$ cat src/rtl/tlwt_pkg.sv
package tlwt_pkg;

    localparam int TLWT_SEQ_BITS    = 15;
    localparam int TLWT_TIMER_BITS  = 9;
    localparam int TLWT_MAX_RESULTS = 3;
    localparam int TLWT_CFG_IDX_W   = 3;
    localparam int TLWT_CFG_DATA_W  = 15;

    typedef enum logic [2:0] {
        KIND_TICK       = 3'd0,
        KIND_RX_FRAME   = 3'd1,
        KIND_SEND_I     = 3'd2,
        KIND_STARTDT    = 3'd3,
        KIND_STOPDT     = 3'd4,
        KIND_TESTFR     = 3'd5,
        KIND_CONNECT    = 3'd6,
        KIND_DISCONNECT = 3'd7
    } kind_t;

    typedef enum logic [2:0] {
        FK_NONE        = 3'd0,
        FK_I           = 3'd1,
        FK_S           = 3'd2,
        FK_STARTDT_ACT = 3'd3,
        FK_STOPDT_CON  = 3'd4,
        FK_TESTFR_ACT  = 3'd5,
        FK_TESTFR_CON  = 3'd6,
        FK_STOPDT_ACT  = 3'd7
    } frame_kind_t;

    typedef enum logic [2:0] {
        ST_OK          = 3'd0,
        ST_BAD_LENGTH  = 3'd1,
        ST_UNKNOWN_U   = 3'd2,
        ST_SEQ_MISMATCH = 3'd3,
        ST_BAD_ACK     = 3'd4,
        ST_WINDOW_FULL = 3'd5
    } status_t;

    typedef enum logic [2:0] {
        CFG_T1_RELOAD      = 3'd0,
        CFG_T2_RELOAD      = 3'd1,
        CFG_T3_RELOAD      = 3'd2,
        CFG_WINDOW_K       = 3'd3,
        CFG_WINDOW_W       = 3'd4,
        CFG_CHECK_SEQUENCE = 3'd5,
        CFG_AUTO_REPLY     = 3'd6
    } cfg_index_t;

    localparam logic [15:0] U_STARTDT_ACT = 16'h0007;
    localparam logic [15:0] U_STARTDT_CON = 16'h000B;
    localparam logic [15:0] U_STOPDT_ACT  = 16'h0013;
    localparam logic [15:0] U_STOPDT_CON  = 16'h0023;
    localparam logic [15:0] U_TESTFR_ACT  = 16'h0043;
    localparam logic [15:0] U_TESTFR_CON  = 16'h0083;
    localparam logic [15:0] S_CODE        = 16'h0001;

    localparam logic [7:0] APDU_LEN_US = 8'd4;

    typedef struct packed {
        logic [2:0]  kind;
        logic [7:0]  frame_len;
        logic [15:0] rx_first_word;
        logic [15:0] rx_second_word;
    } in_item_t;

    typedef struct packed {
        logic [2:0]  frame_kind;
        logic [15:0] tx_first_word;
        logic [15:0] tx_second_word;
        logic [2:0]  status;
        logic        drop_link;
        logic        last_result;
    } out_item_t;

    typedef struct packed {
        logic [7:0]                 t1_reload;
        logic [7:0]                 t2_reload;
        logic [7:0]                 t3_reload;
        logic [TLWT_SEQ_BITS-1:0]   window_k;
        logic [TLWT_SEQ_BITS-1:0]   window_w;
        logic                       check_sequence;
        logic                       auto_reply;
    } cfg_t;

    typedef struct packed {
        logic [2:0]  frame_kind;
        logic [15:0] first_word;
        logic [15:0] second_word;
    } entry_t;

    typedef struct packed {
        entry_t [TLWT_MAX_RESULTS-1:0] entries;
        logic [1:0]                    count;
        logic [2:0]                    status;
        logic                          drop_link;
    } bundle_t;

endpackage

$ cat src/rtl/tlwt_cfg_regs.sv
module tlwt_cfg_regs
    import tlwt_pkg::*;
(
    input  logic                       clk,
    input  logic                       rst_n,
    input  logic                       cfg_we,
    input  logic [TLWT_CFG_IDX_W-1:0]  cfg_index,
    input  logic [TLWT_CFG_DATA_W-1:0] cfg_data,
    output cfg_t                       cfg
);

    cfg_t cfg_reg;
    cfg_t cfg_next;

    always_comb
    begin
        cfg_next = cfg_reg;
        if (cfg_we)
        begin
            case (cfg_index)
                CFG_T1_RELOAD:      cfg_next.t1_reload      = cfg_data[7:0];
                CFG_T2_RELOAD:      cfg_next.t2_reload      = cfg_data[7:0];
                CFG_T3_RELOAD:      cfg_next.t3_reload      = cfg_data[7:0];
                CFG_WINDOW_K:       cfg_next.window_k       = cfg_data[TLWT_SEQ_BITS-1:0];
                CFG_WINDOW_W:       cfg_next.window_w       = cfg_data[TLWT_SEQ_BITS-1:0];
                CFG_CHECK_SEQUENCE: cfg_next.check_sequence = cfg_data[0];
                CFG_AUTO_REPLY:     cfg_next.auto_reply     = cfg_data[0];
                default:            cfg_next = cfg_reg;
            endcase
        end
    end

    always_ff @(posedge clk or negedge rst_n)
    begin
        if (!rst_n)
        begin
            cfg_reg.t1_reload      <= 8'd15;
            cfg_reg.t2_reload      <= 8'd10;
            cfg_reg.t3_reload      <= 8'd20;
            cfg_reg.window_k       <= TLWT_SEQ_BITS'(12);
            cfg_reg.window_w       <= TLWT_SEQ_BITS'(8);
            cfg_reg.check_sequence <= 1'b1;
            cfg_reg.auto_reply     <= 1'b1;
        end
        else
        begin
            cfg_reg <= cfg_next;
        end
    end

    assign cfg = cfg_reg;

endmodule

$ cat src/rtl/tlwt_core.sv
module tlwt_core
    import tlwt_pkg::*;
#(
    parameter int TIMER_BITS = TLWT_TIMER_BITS
)
(
    input  logic     clk,
    input  logic     rst_n,
    input  logic     process,
    input  in_item_t item,
    input  cfg_t     cfg,
    output bundle_t  bundle
);

    localparam int TMAX = (2 ** (TIMER_BITS - 1)) - 1;
    localparam int SB   = TLWT_SEQ_BITS;

    typedef logic [TIMER_BITS-1:0] timer_t;
    typedef logic [SB-1:0]         seq_t;

    localparam timer_t TIMER_OFF = '1;

    seq_t   send_seq_reg, send_seq_next;
    seq_t   recv_seq_reg, recv_seq_next;
    seq_t   unacked_reg, unacked_next;
    seq_t   received_reg, received_next;
    logic   may_send_reg, may_send_next;
    logic   link_up_reg, link_up_next;
    timer_t confirm_reg, confirm_next;
    timer_t ack_reg, ack_next;
    timer_t idle_reg, idle_next;

    seq_t   nr;
    seq_t   ns;
    seq_t   ack_diff;
    seq_t   rc_inc;
    seq_t   unacked_inc;
    logic   ack_ok;
    timer_t t_dec;
    logic [1:0] n;
    bundle_t bundle_c;

    function automatic timer_t reload_of(input logic [7:0] v);
        if (int'(v) > TMAX)
            return timer_t'(TMAX);
        else
            return timer_t'(v);
    endfunction

    function automatic logic positive(input timer_t t);
        return !t[TIMER_BITS-1] && (t != '0);
    endfunction

    function automatic entry_t mk_entry(input frame_kind_t fk, input logic [15:0] w1,
                                        input logic [15:0] w2);
        entry_t e;
        e.frame_kind  = fk;
        e.first_word  = w1;
        e.second_word = w2;
        return e;
    endfunction

    assign nr       = item.rx_second_word[SB:1];
    assign ns       = item.rx_first_word[SB:1];
    assign ack_ok   = !(send_seq_reg < nr);
    assign ack_diff = send_seq_reg - nr;

    always_comb
    begin
        send_seq_next = send_seq_reg;
        recv_seq_next = recv_seq_reg;
        unacked_next  = unacked_reg;
        received_next = received_reg;
        may_send_next = may_send_reg;
        link_up_next  = link_up_reg;
        confirm_next  = confirm_reg;
        ack_next      = ack_reg;
        idle_next     = idle_reg;
        bundle_c      = '0;
        n             = 2'd0;
        t_dec         = '0;
        rc_inc        = received_reg + SB'(1);
        unacked_inc   = unacked_reg + SB'(1);

        case (item.kind)
            KIND_TICK:
            begin
                if (link_up_reg)
                begin
                    if (positive(confirm_reg))
                    begin
                        t_dec = confirm_reg - timer_t'(1);
                        if (t_dec == '0)
                        begin
                            bundle_c.entries[n] = mk_entry(FK_STARTDT_ACT, U_STARTDT_ACT, 16'd0);
                            n = n + 2'd1;
                            confirm_next = reload_of(cfg.t1_reload);
                        end
                        else
                        begin
                            confirm_next = t_dec;
                        end
                    end
                    if (positive(ack_reg))
                    begin
                        t_dec = ack_reg - timer_t'(1);
                        if (t_dec == '0)
                        begin
                            bundle_c.entries[n] = mk_entry(FK_S, S_CODE, {recv_seq_reg, 1'b0});
                            n = n + 2'd1;
                            ack_next = TIMER_OFF;
                        end
                        else
                        begin
                            ack_next = t_dec;
                        end
                    end
                    if (positive(idle_reg))
                    begin
                        t_dec = idle_reg - timer_t'(1);
                        idle_next = t_dec;
                        if (t_dec == '0)
                        begin
                            bundle_c.entries[n] = mk_entry(FK_TESTFR_ACT, U_TESTFR_ACT, 16'd0);
                            n = n + 2'd1;
                        end
                    end
                end
            end
            KIND_RX_FRAME:
            begin
                if (item.frame_len < APDU_LEN_US)
                begin
                    bundle_c.status = ST_BAD_LENGTH;
                end
                else if (item.frame_len == APDU_LEN_US)
                begin
                    case (item.rx_first_word)
                        U_STARTDT_CON: confirm_next = TIMER_OFF;
                        U_STOPDT_ACT:
                        begin
                            if (cfg.auto_reply)
                            begin
                                bundle_c.entries[n] = mk_entry(FK_STOPDT_CON, U_STOPDT_CON, 16'd0);
                                n = n + 2'd1;
                            end
                        end
                        U_STOPDT_CON: ;
                        U_TESTFR_ACT:
                        begin
                            if (cfg.auto_reply)
                            begin
                                bundle_c.entries[n] = mk_entry(FK_TESTFR_CON, U_TESTFR_CON, 16'd0);
                                n = n + 2'd1;
                            end
                        end
                        U_TESTFR_CON: ;
                        S_CODE:
                        begin
                            if (ack_ok)
                            begin
                                unacked_next = ack_diff;
                                if (ack_diff < cfg.window_k)
                                    may_send_next = 1'b1;
                            end
                            else
                            begin
                                bundle_c.status = ST_BAD_ACK;
                            end
                        end
                        default: bundle_c.status = ST_UNKNOWN_U;
                    endcase
                end
                else
                begin
                    if ((ns != recv_seq_reg) && cfg.check_sequence)
                    begin
                        bundle_c.status    = ST_SEQ_MISMATCH;
                        bundle_c.drop_link = 1'b1;
                    end
                    else
                    begin
                        if (ns != recv_seq_reg)
                            bundle_c.status = ST_SEQ_MISMATCH;
                        else
                            recv_seq_next = recv_seq_reg + SB'(1);
                        if (!ack_ok)
                        begin
                            bundle_c.status = ST_BAD_ACK;
                        end
                        else
                        begin
                            unacked_next = ack_diff;
                            if (ack_diff < cfg.window_k)
                                may_send_next = 1'b1;
                            if (ack_reg[TIMER_BITS-1])
                            begin
                                ack_next = reload_of(cfg.t2_reload);
                            end
                            else if (ack_reg == '0)
                            begin
                                ack_next = TIMER_OFF;
                                bundle_c.entries[n] = mk_entry(FK_S, S_CODE,
                                                               {recv_seq_next, 1'b0});
                                n = n + 2'd1;
                            end
                            else
                            begin
                                ack_next = ack_reg - timer_t'(1);
                            end
                            idle_next = reload_of(cfg.t3_reload);
                            if (cfg.auto_reply)
                            begin
                                if (rc_inc == cfg.window_w)
                                begin
                                    bundle_c.entries[n] = mk_entry(FK_S, S_CODE,
                                                                   {recv_seq_next, 1'b0});
                                    n = n + 2'd1;
                                    received_next = '0;
                                end
                                else
                                begin
                                    received_next = rc_inc;
                                end
                            end
                        end
                    end
                end
            end
            KIND_SEND_I:
            begin
                if (!may_send_reg)
                begin
                    bundle_c.status = ST_WINDOW_FULL;
                end
                else
                begin
                    bundle_c.entries[n] = mk_entry(FK_I, {send_seq_reg, 1'b0},
                                                   {recv_seq_reg, 1'b0});
                    n = n + 2'd1;
                    send_seq_next = send_seq_reg + SB'(1);
                    unacked_next  = unacked_inc;
                    if (unacked_inc == cfg.window_k)
                        may_send_next = 1'b0;
                end
            end
            KIND_STARTDT:
            begin
                bundle_c.entries[n] = mk_entry(FK_STARTDT_ACT, U_STARTDT_ACT, 16'd0);
                n = n + 2'd1;
                confirm_next = reload_of(cfg.t1_reload);
            end
            KIND_STOPDT:
            begin
                bundle_c.entries[n] = mk_entry(FK_STOPDT_ACT, U_STOPDT_ACT, 16'd0);
                n = n + 2'd1;
            end
            KIND_TESTFR:
            begin
                bundle_c.entries[n] = mk_entry(FK_TESTFR_ACT, U_TESTFR_ACT, 16'd0);
                n = n + 2'd1;
            end
            KIND_CONNECT:
            begin
                send_seq_next = '0;
                recv_seq_next = '0;
                link_up_next  = 1'b1;
            end
            default:
            begin
                link_up_next  = 1'b0;
                confirm_next  = TIMER_OFF;
                ack_next      = TIMER_OFF;
                send_seq_next = '0;
                recv_seq_next = '0;
                received_next = '0;
                unacked_next  = '0;
                may_send_next = 1'b1;
            end
        endcase

        // no frame sent: a single empty transaction
        bundle_c.count = (n == 2'd0) ? 2'd1 : n;
    end

    always_ff @(posedge clk or negedge rst_n)
    begin
        if (!rst_n)
        begin
            send_seq_reg <= '0;
            recv_seq_reg <= '0;
            unacked_reg  <= '0;
            received_reg <= '0;
            may_send_reg <= 1'b1;
            link_up_reg  <= 1'b0;
            confirm_reg  <= TIMER_OFF;
            ack_reg      <= TIMER_OFF;
            idle_reg     <= TIMER_OFF;
        end
        else if (process)
        begin
            send_seq_reg <= send_seq_next;
            recv_seq_reg <= recv_seq_next;
            unacked_reg  <= unacked_next;
            received_reg <= received_next;
            may_send_reg <= may_send_next;
            link_up_reg  <= link_up_next;
            confirm_reg  <= confirm_next;
            ack_reg      <= ack_next;
            idle_reg     <= idle_next;
        end
    end

    assign bundle = bundle_c;

endmodule

$ cat src/rtl/tlwt_out_buf.sv
module tlwt_out_buf
    import tlwt_pkg::*;
(
    input  logic      clk,
    input  logic      rst_n,
    input  logic      load,
    input  bundle_t   bundle,
    output logic      free,
    output logic      result_valid,
    input  logic      result_stall,
    output out_item_t result
);

    bundle_t    bundle_reg;
    logic       valid_reg, valid_next;
    logic [1:0] idx_reg, idx_next;
    logic       is_last;
    logic       take;
    entry_t     head;

    assign is_last = (idx_reg == (bundle_reg.count - 2'd1));
    assign take    = valid_reg && !result_stall;
    assign free    = !valid_reg || (take && is_last);
    assign head    = bundle_reg.entries[idx_reg];

    always_comb
    begin
        valid_next = valid_reg;
        idx_next   = idx_reg;
        if (load)
        begin
            valid_next = 1'b1;
            idx_next   = 2'd0;
        end
        else if (take)
        begin
            if (is_last)
                valid_next = 1'b0;
            else
                idx_next = idx_reg + 2'd1;
        end
    end

    always_ff @(posedge clk or negedge rst_n)
    begin
        if (!rst_n)
        begin
            valid_reg <= 1'b0;
            idx_reg   <= 2'd0;
        end
        else
        begin
            valid_reg <= valid_next;
            idx_reg   <= idx_next;
        end
    end

    always_ff @(posedge clk)
    begin
        if (load)
            bundle_reg <= bundle;
    end

    assign result_valid          = valid_reg;
    assign result.frame_kind     = head.frame_kind;
    assign result.tx_first_word  = head.first_word;
    assign result.tx_second_word = head.second_word;
    assign result.status         = bundle_reg.status;
    assign result.drop_link      = bundle_reg.drop_link;
    assign result.last_result    = is_last;

endmodule

$ cat src/rtl/telecontrol_link_window_timers_unit.sv
// Path: an accepted item is held in the input register, then its result
// bundle in the result buffer. Throughput: one item per cycle while each item
// gives one result and result_stall stays low; an item that gives n results
// (n up to 3) holds the result buffer while they leave on the single output port.
// Reset: sequence numbers and counts cleared, send allowed, link down, t1/t2/t3 off.
module telecontrol_link_window_timers_unit
    import tlwt_pkg::*;
#(
    parameter int TIMER_BITS = TLWT_TIMER_BITS
)
(
    input  logic                       clk,
    input  logic                       rst_n,
    input  logic                       item_valid,
    output logic                       item_stall,
    input  in_item_t                   item,
    output logic                       result_valid,
    input  logic                       result_stall,
    output out_item_t                  result,
    input  logic                       cfg_we,
    input  logic [TLWT_CFG_IDX_W-1:0]  cfg_index,
    input  logic [TLWT_CFG_DATA_W-1:0] cfg_data
);

    in_item_t item_reg;
    logic     item_valid_reg, item_valid_next;
    logic     buf_free;
    logic     process;
    logic     take_in;
    cfg_t     cfg;
    bundle_t  bundle;

    assign process    = item_valid_reg && buf_free;
    assign item_stall = item_valid_reg && !buf_free;
    assign take_in    = item_valid && !item_stall;

    always_comb
    begin
        item_valid_next = item_valid_reg;
        if (take_in)
            item_valid_next = 1'b1;
        else if (process)
            item_valid_next = 1'b0;
    end

    always_ff @(posedge clk or negedge rst_n)
    begin
        if (!rst_n)
            item_valid_reg <= 1'b0;
        else
            item_valid_reg <= item_valid_next;
    end

    always_ff @(posedge clk)
    begin
        if (take_in)
            item_reg <= item;
    end

    tlwt_cfg_regs u_cfg_regs (
        .clk       (clk),
        .rst_n     (rst_n),
        .cfg_we    (cfg_we),
        .cfg_index (cfg_index),
        .cfg_data  (cfg_data),
        .cfg       (cfg)
    );

    tlwt_core #(
        .TIMER_BITS (TIMER_BITS)
    ) u_core (
        .clk     (clk),
        .rst_n   (rst_n),
        .process (process),
        .item    (item_reg),
        .cfg     (cfg),
        .bundle  (bundle)
    );

    tlwt_out_buf u_out_buf (
        .clk          (clk),
        .rst_n        (rst_n),
        .load         (process),
        .bundle       (bundle),
        .free         (buf_free),
        .result_valid (result_valid),
        .result_stall (result_stall),
        .result       (result)
    );

endmodule

$ cat config.mk
export PLATFORM = sky130hd
export DESIGN_NAME = telecontrol_link_window_timers_unit
export DESIGN_NICKNAME = d
export VERILOG_FILES = /design/src/rtl/tlwt_pkg.sv /design/src/rtl/tlwt_cfg_regs.sv /design/src/rtl/tlwt_core.sv /design/src/rtl/tlwt_out_buf.sv /design/src/rtl/telecontrol_link_window_timers_unit.sv
export SDC_FILE = /design/constraint.sdc
export NUM_CORES = 1
export LEC_CHECK = 0
export ABC_AREA = 1
export BUFFER_PORTS_ARGS = -buffer_cell sky130_fd_sc_hd__buf_4
export CAP_MARGIN = 20
export CORE_MARGIN = 3
export CORE_UTILIZATION = 25
export DETAILED_ROUTE_END_ITERATION = 6
export PLACE_DENSITY = 0.43
export SLEW_MARGIN = 40
export SYNTH_ARGS = -nofsm -noshare
export SYNTH_HDL_FRONTEND = slang
export SYNTH_SLANG_ARGS = --single-unit
$ cat constraint.sdc
create_clock -name clk -period 3.2 [get_ports clk]
set_input_delay 0 -clock clk [delete_from_list [all_inputs] [get_ports clk]]
set_output_delay 0 -clock clk [all_outputs]
set_load 0.02 [all_outputs]
==> flow_summary.ini <==
[synthesis]
synth_area_mm2 = 0.01537
synth_nets = 2067
ys_warn_count = 0
post_synth.cell_area_avg_um2 = 7.890
synth-seq-area-share = 0.4433
postSynthCellCount = 1948
synth-seq-cells = 250
yosysUniqueCellTypes = 56

[final_layout]
largest_reg_flops = 56
syn2layout_area_growth_pct = 26.10
regArea_mm2 = 0.006814
n_fill_cell = 6424
drive_gt1_frac = 0.1746
multi_input_area_mm2 = 0.007530
nets = 2272
diodes = 0

[timing]
layout_min_cycle_time_ns = 3.044
maxClockFrequency_mhz = 328.5
maxSlewViolCount = 0
min_period_over_period = 0.9512
finClkSkew_ns = 0.03537
worst_pin_slew_ns = 0.7146
final_hold_viol_count = 0
layout_setup_ws_ns = 0.1563
slew_headroom = 0.5231
setup_viol = 0

[die]
row_count = 90
start_util = 0.2537
die_w_um = 254.0
die-area_mm2 = 0.06449
io_pins = 108
core_area_mm2 = 0.06058
die_y_um = 254.0

[global_route]
antenna_found_initial = 0
track_usage = 0.1480
grt_overflow_total = 0
grt_pass1_wl_um = 76130
grt_max_degree = 67
grt_pass1_vias = 13670

[power_and_ir_drop]
ir_drop_mv = 0.3742
p_per_area_mw_per_mm2 = 815.2
p_total_mw = 15.80
leakage_nw = 8.353

[worst_setup_path]
startpoint = u_core.ack_reg[0]$_DFFE_PN1P_
crit_type = flop to flop
cp_data_required_time_ns = 3.53
timing.rr.start = u_core.ack_reg[0]$_DFFE_PN1P_
path_max_fanout = 8
reg2reg_depth = 20
startpoint_type = flop
end_kind = flop
arrival_ns = 3.37

[placed_design]
place.gp.congestion = 0.8703
port_buffers = 105
hpwl_um = 35440
place_ws_ns = -0.02530

[route]
ant_nets = 0
vias = 13790
drc_errors = 0
wl_um = 48090
drt_iter0_drc = 974
vias_per_cell = 4.660
wire_per_inst_um = 16.26
first_pass_iters = 5

[run_status]
status = completed

[cts]
cts_buffers = 31
clk_path_buf_depth = 3
cts_root_buf = clkbuf_16
clkSinkCount = 250
h-tree-depth = 1
clk_pin_slew_ns = 0.06
clkLatencyLatePin_ns = 0.59
cts_tree = yes

[flow_run]
cap_violations = 0

[worst_hold_path]
worstHoldPathType = input pin to flop
hold_start = item[12]
min_path_cells = 2
[worst max-delay path, cell delays in order (launching register included)]
cell and delay (ns):
dfstp_2 0.54, inv_1 0.08, buf_4 0.16, nand3_2 0.09, nor3_2 0.04, xor2_1 0.17
nor2_1 0.16, nand4_2 0.15, inv_2 0.09, ha_1 0.24, nor2_2 0.12, nor2_2 0.05
inv_1 0.07, ha_1 0.14, inv_1 0.05, o21ai_1 0.12, inv_1 0.10, nand3_4 0.12
nand2_8 0.12, nand2_2 0.12, a21oi_2 0.05
[what timing repair did]
action                                  in CTS  in global routing
resized for setup                            2                 73
buffers inserted                             0                  4
endpoints found under the setup margin       2                 42
hold buffers                                67                  1
hold endpoints to repair                   178                  6
pin swaps                                    0                 17
gates cloned                                 0                  1
[cell type report]
type,instances,share of cell area
multi-input cells,1359,0.3885
clock buffers,41,0.04351
repair buffers,249,0.1084
clock inverters,15,0.006779
well taps,782,0.05048
inverters,262,0.05074
flip-flops and latches,250,0.3516
[kinds of logic after synthesis]
| group | count (synthesis) | share of synthesized area |
|---|---|---|
| AND/OR/NAND/NOR | 881 | 0.2541 |
| buffers and inverters | 340 | 0.08914 |
| AO/OA/AOI/OAI | 339 | 0.1209 |
| flip-flops | 250 | 0.4433 |
| XOR/XNOR | 84 | 0.04876 |
| adder cells (fa/ha/maj) | 53 | 0.04363 |
| other | 1 | 0.0002440 |
[per-stage QoR]
step                      setup TNS (ns)  cells  instance area [um2]  hold slack, ns    util
after floorplan                        0   1948                15370         -0.2956       -
after global placement                 0   2828                17330         0.09034  0.2861
after detailed placement         -0.1018   2828                17340         0.08083  0.2862
after CTS                              0   2951                18990         0.05601  0.3134
after global routing            -0.09301   2958                19380          0.1097  0.3199
final                                  0   2958                19380          0.1244  0.3199
[Yosys cell counts, drive strengths merged]
cell | instances | area [um2]
o31ai | 9 | 67.56
o22ai | 19 | 118.9
nand3 | 153 | 775.7
nor3 | 39 | 206.5
inv | 259 | 972.2
buf | 37 | 229.0
edfxtp | 101 | 3033
o221ai | 9 | 78.83
dfrtp | 108 | 2703
nor2 | 177 | 728.2
nor2b | 1 | 6.260
o21ai | 174 | 878.3
xnor3 | 1 | 22.52
a31oi | 15 | 93.84
or2 | 6 | 37.54
o211ai | 10 | 75.07
o32ai | 1 | 8.760
o21bai | 2 | 15.01
conb | 1 | 3.750
clkinv | 3 | 11.26
nand2 | 438 | 1677
o21a | 1 | 7.510
clkbuf | 41 | 157.6
ha | 52 | 650.6
dfstp | 41 | 1077
nand3b | 7 | 52.55
nand4 | 44 | 287.8
xor2 | 68 | 595.6
and2 | 2 | 12.51
a21boi | 2 | 15.01
nor4 | 8 | 65.06
a21oi | 93 | 469.2
xnor2 | 15 | 131.4
a21o | 1 | 7.510
fa | 1 | 20.02
nor3b | 6 | 56.31
a211oi | 1 | 7.510
a22oi | 2 | 15.01
[where the power goes]
part | total (mW) | switching, mW | internal, mW | leakage [nW]
sequential | 5.64 | 0.955 | 4.69 | 2.81
combinational | 6.73 | 4.20 | 2.53 | 5.07
clock | 3.43 | 1.43 | 2.00 | 0.479
[cells in the final DEF, fill, tap and decap left out, drive strengths merged, types with 10 or more instances in the layout]
master	netlist	layout
a21oi	93	93
a31oi	15	15
buf	37	181
clkbuf	41	41
clkinv	3	13
dfrtp	108	108
dfstp	41	41
dlygate4sd3	0	68
edfxtp	101	101
ha	52	52
inv	259	260
nand2	438	439
nand3	153	153
nand4	44	44
nor2	177	177
nor3	39	39
o211ai	10	10
o21ai	174	174
o22ai	19	19
xnor2	15	15
xor2	68	68
[layer usage]
metal | global-route usage | share of wire | vias to the layer above
li1 | - | - | 6870
met1 | 0.1997 | 0.46 | 6568
met2 | 0.2510 | 0.47 | 272
met3 | 0.01699 | 0.037 | 75
met4 | 0.04079 | 0.025 | 0
met5 | 0 | 0 | -
[final timing paths]
check,to,slack [ns]
hold reg to reg,u_cfg_regs.cfg[39]$_DFFE_PN0P_,0.48
hold / removal,item_reg[12]$_DFFE_PP_,0.12
setup reg to reg,u_out_buf.bundle_reg[20]$_SDFFCE_PN0P_,0.16
min in group asynchronous,u_out_buf.idx_reg[0]$_DFFE_PN0P_,0.40
max in group asynchronous,u_cfg_regs.cfg[20]$_DFFE_PN1P_,2.12
setup / recovery,u_out_buf.bundle_reg[20]$_SDFFCE_PN0P_,0.16
No activity file was read; power rests on OpenSTA's default activity.
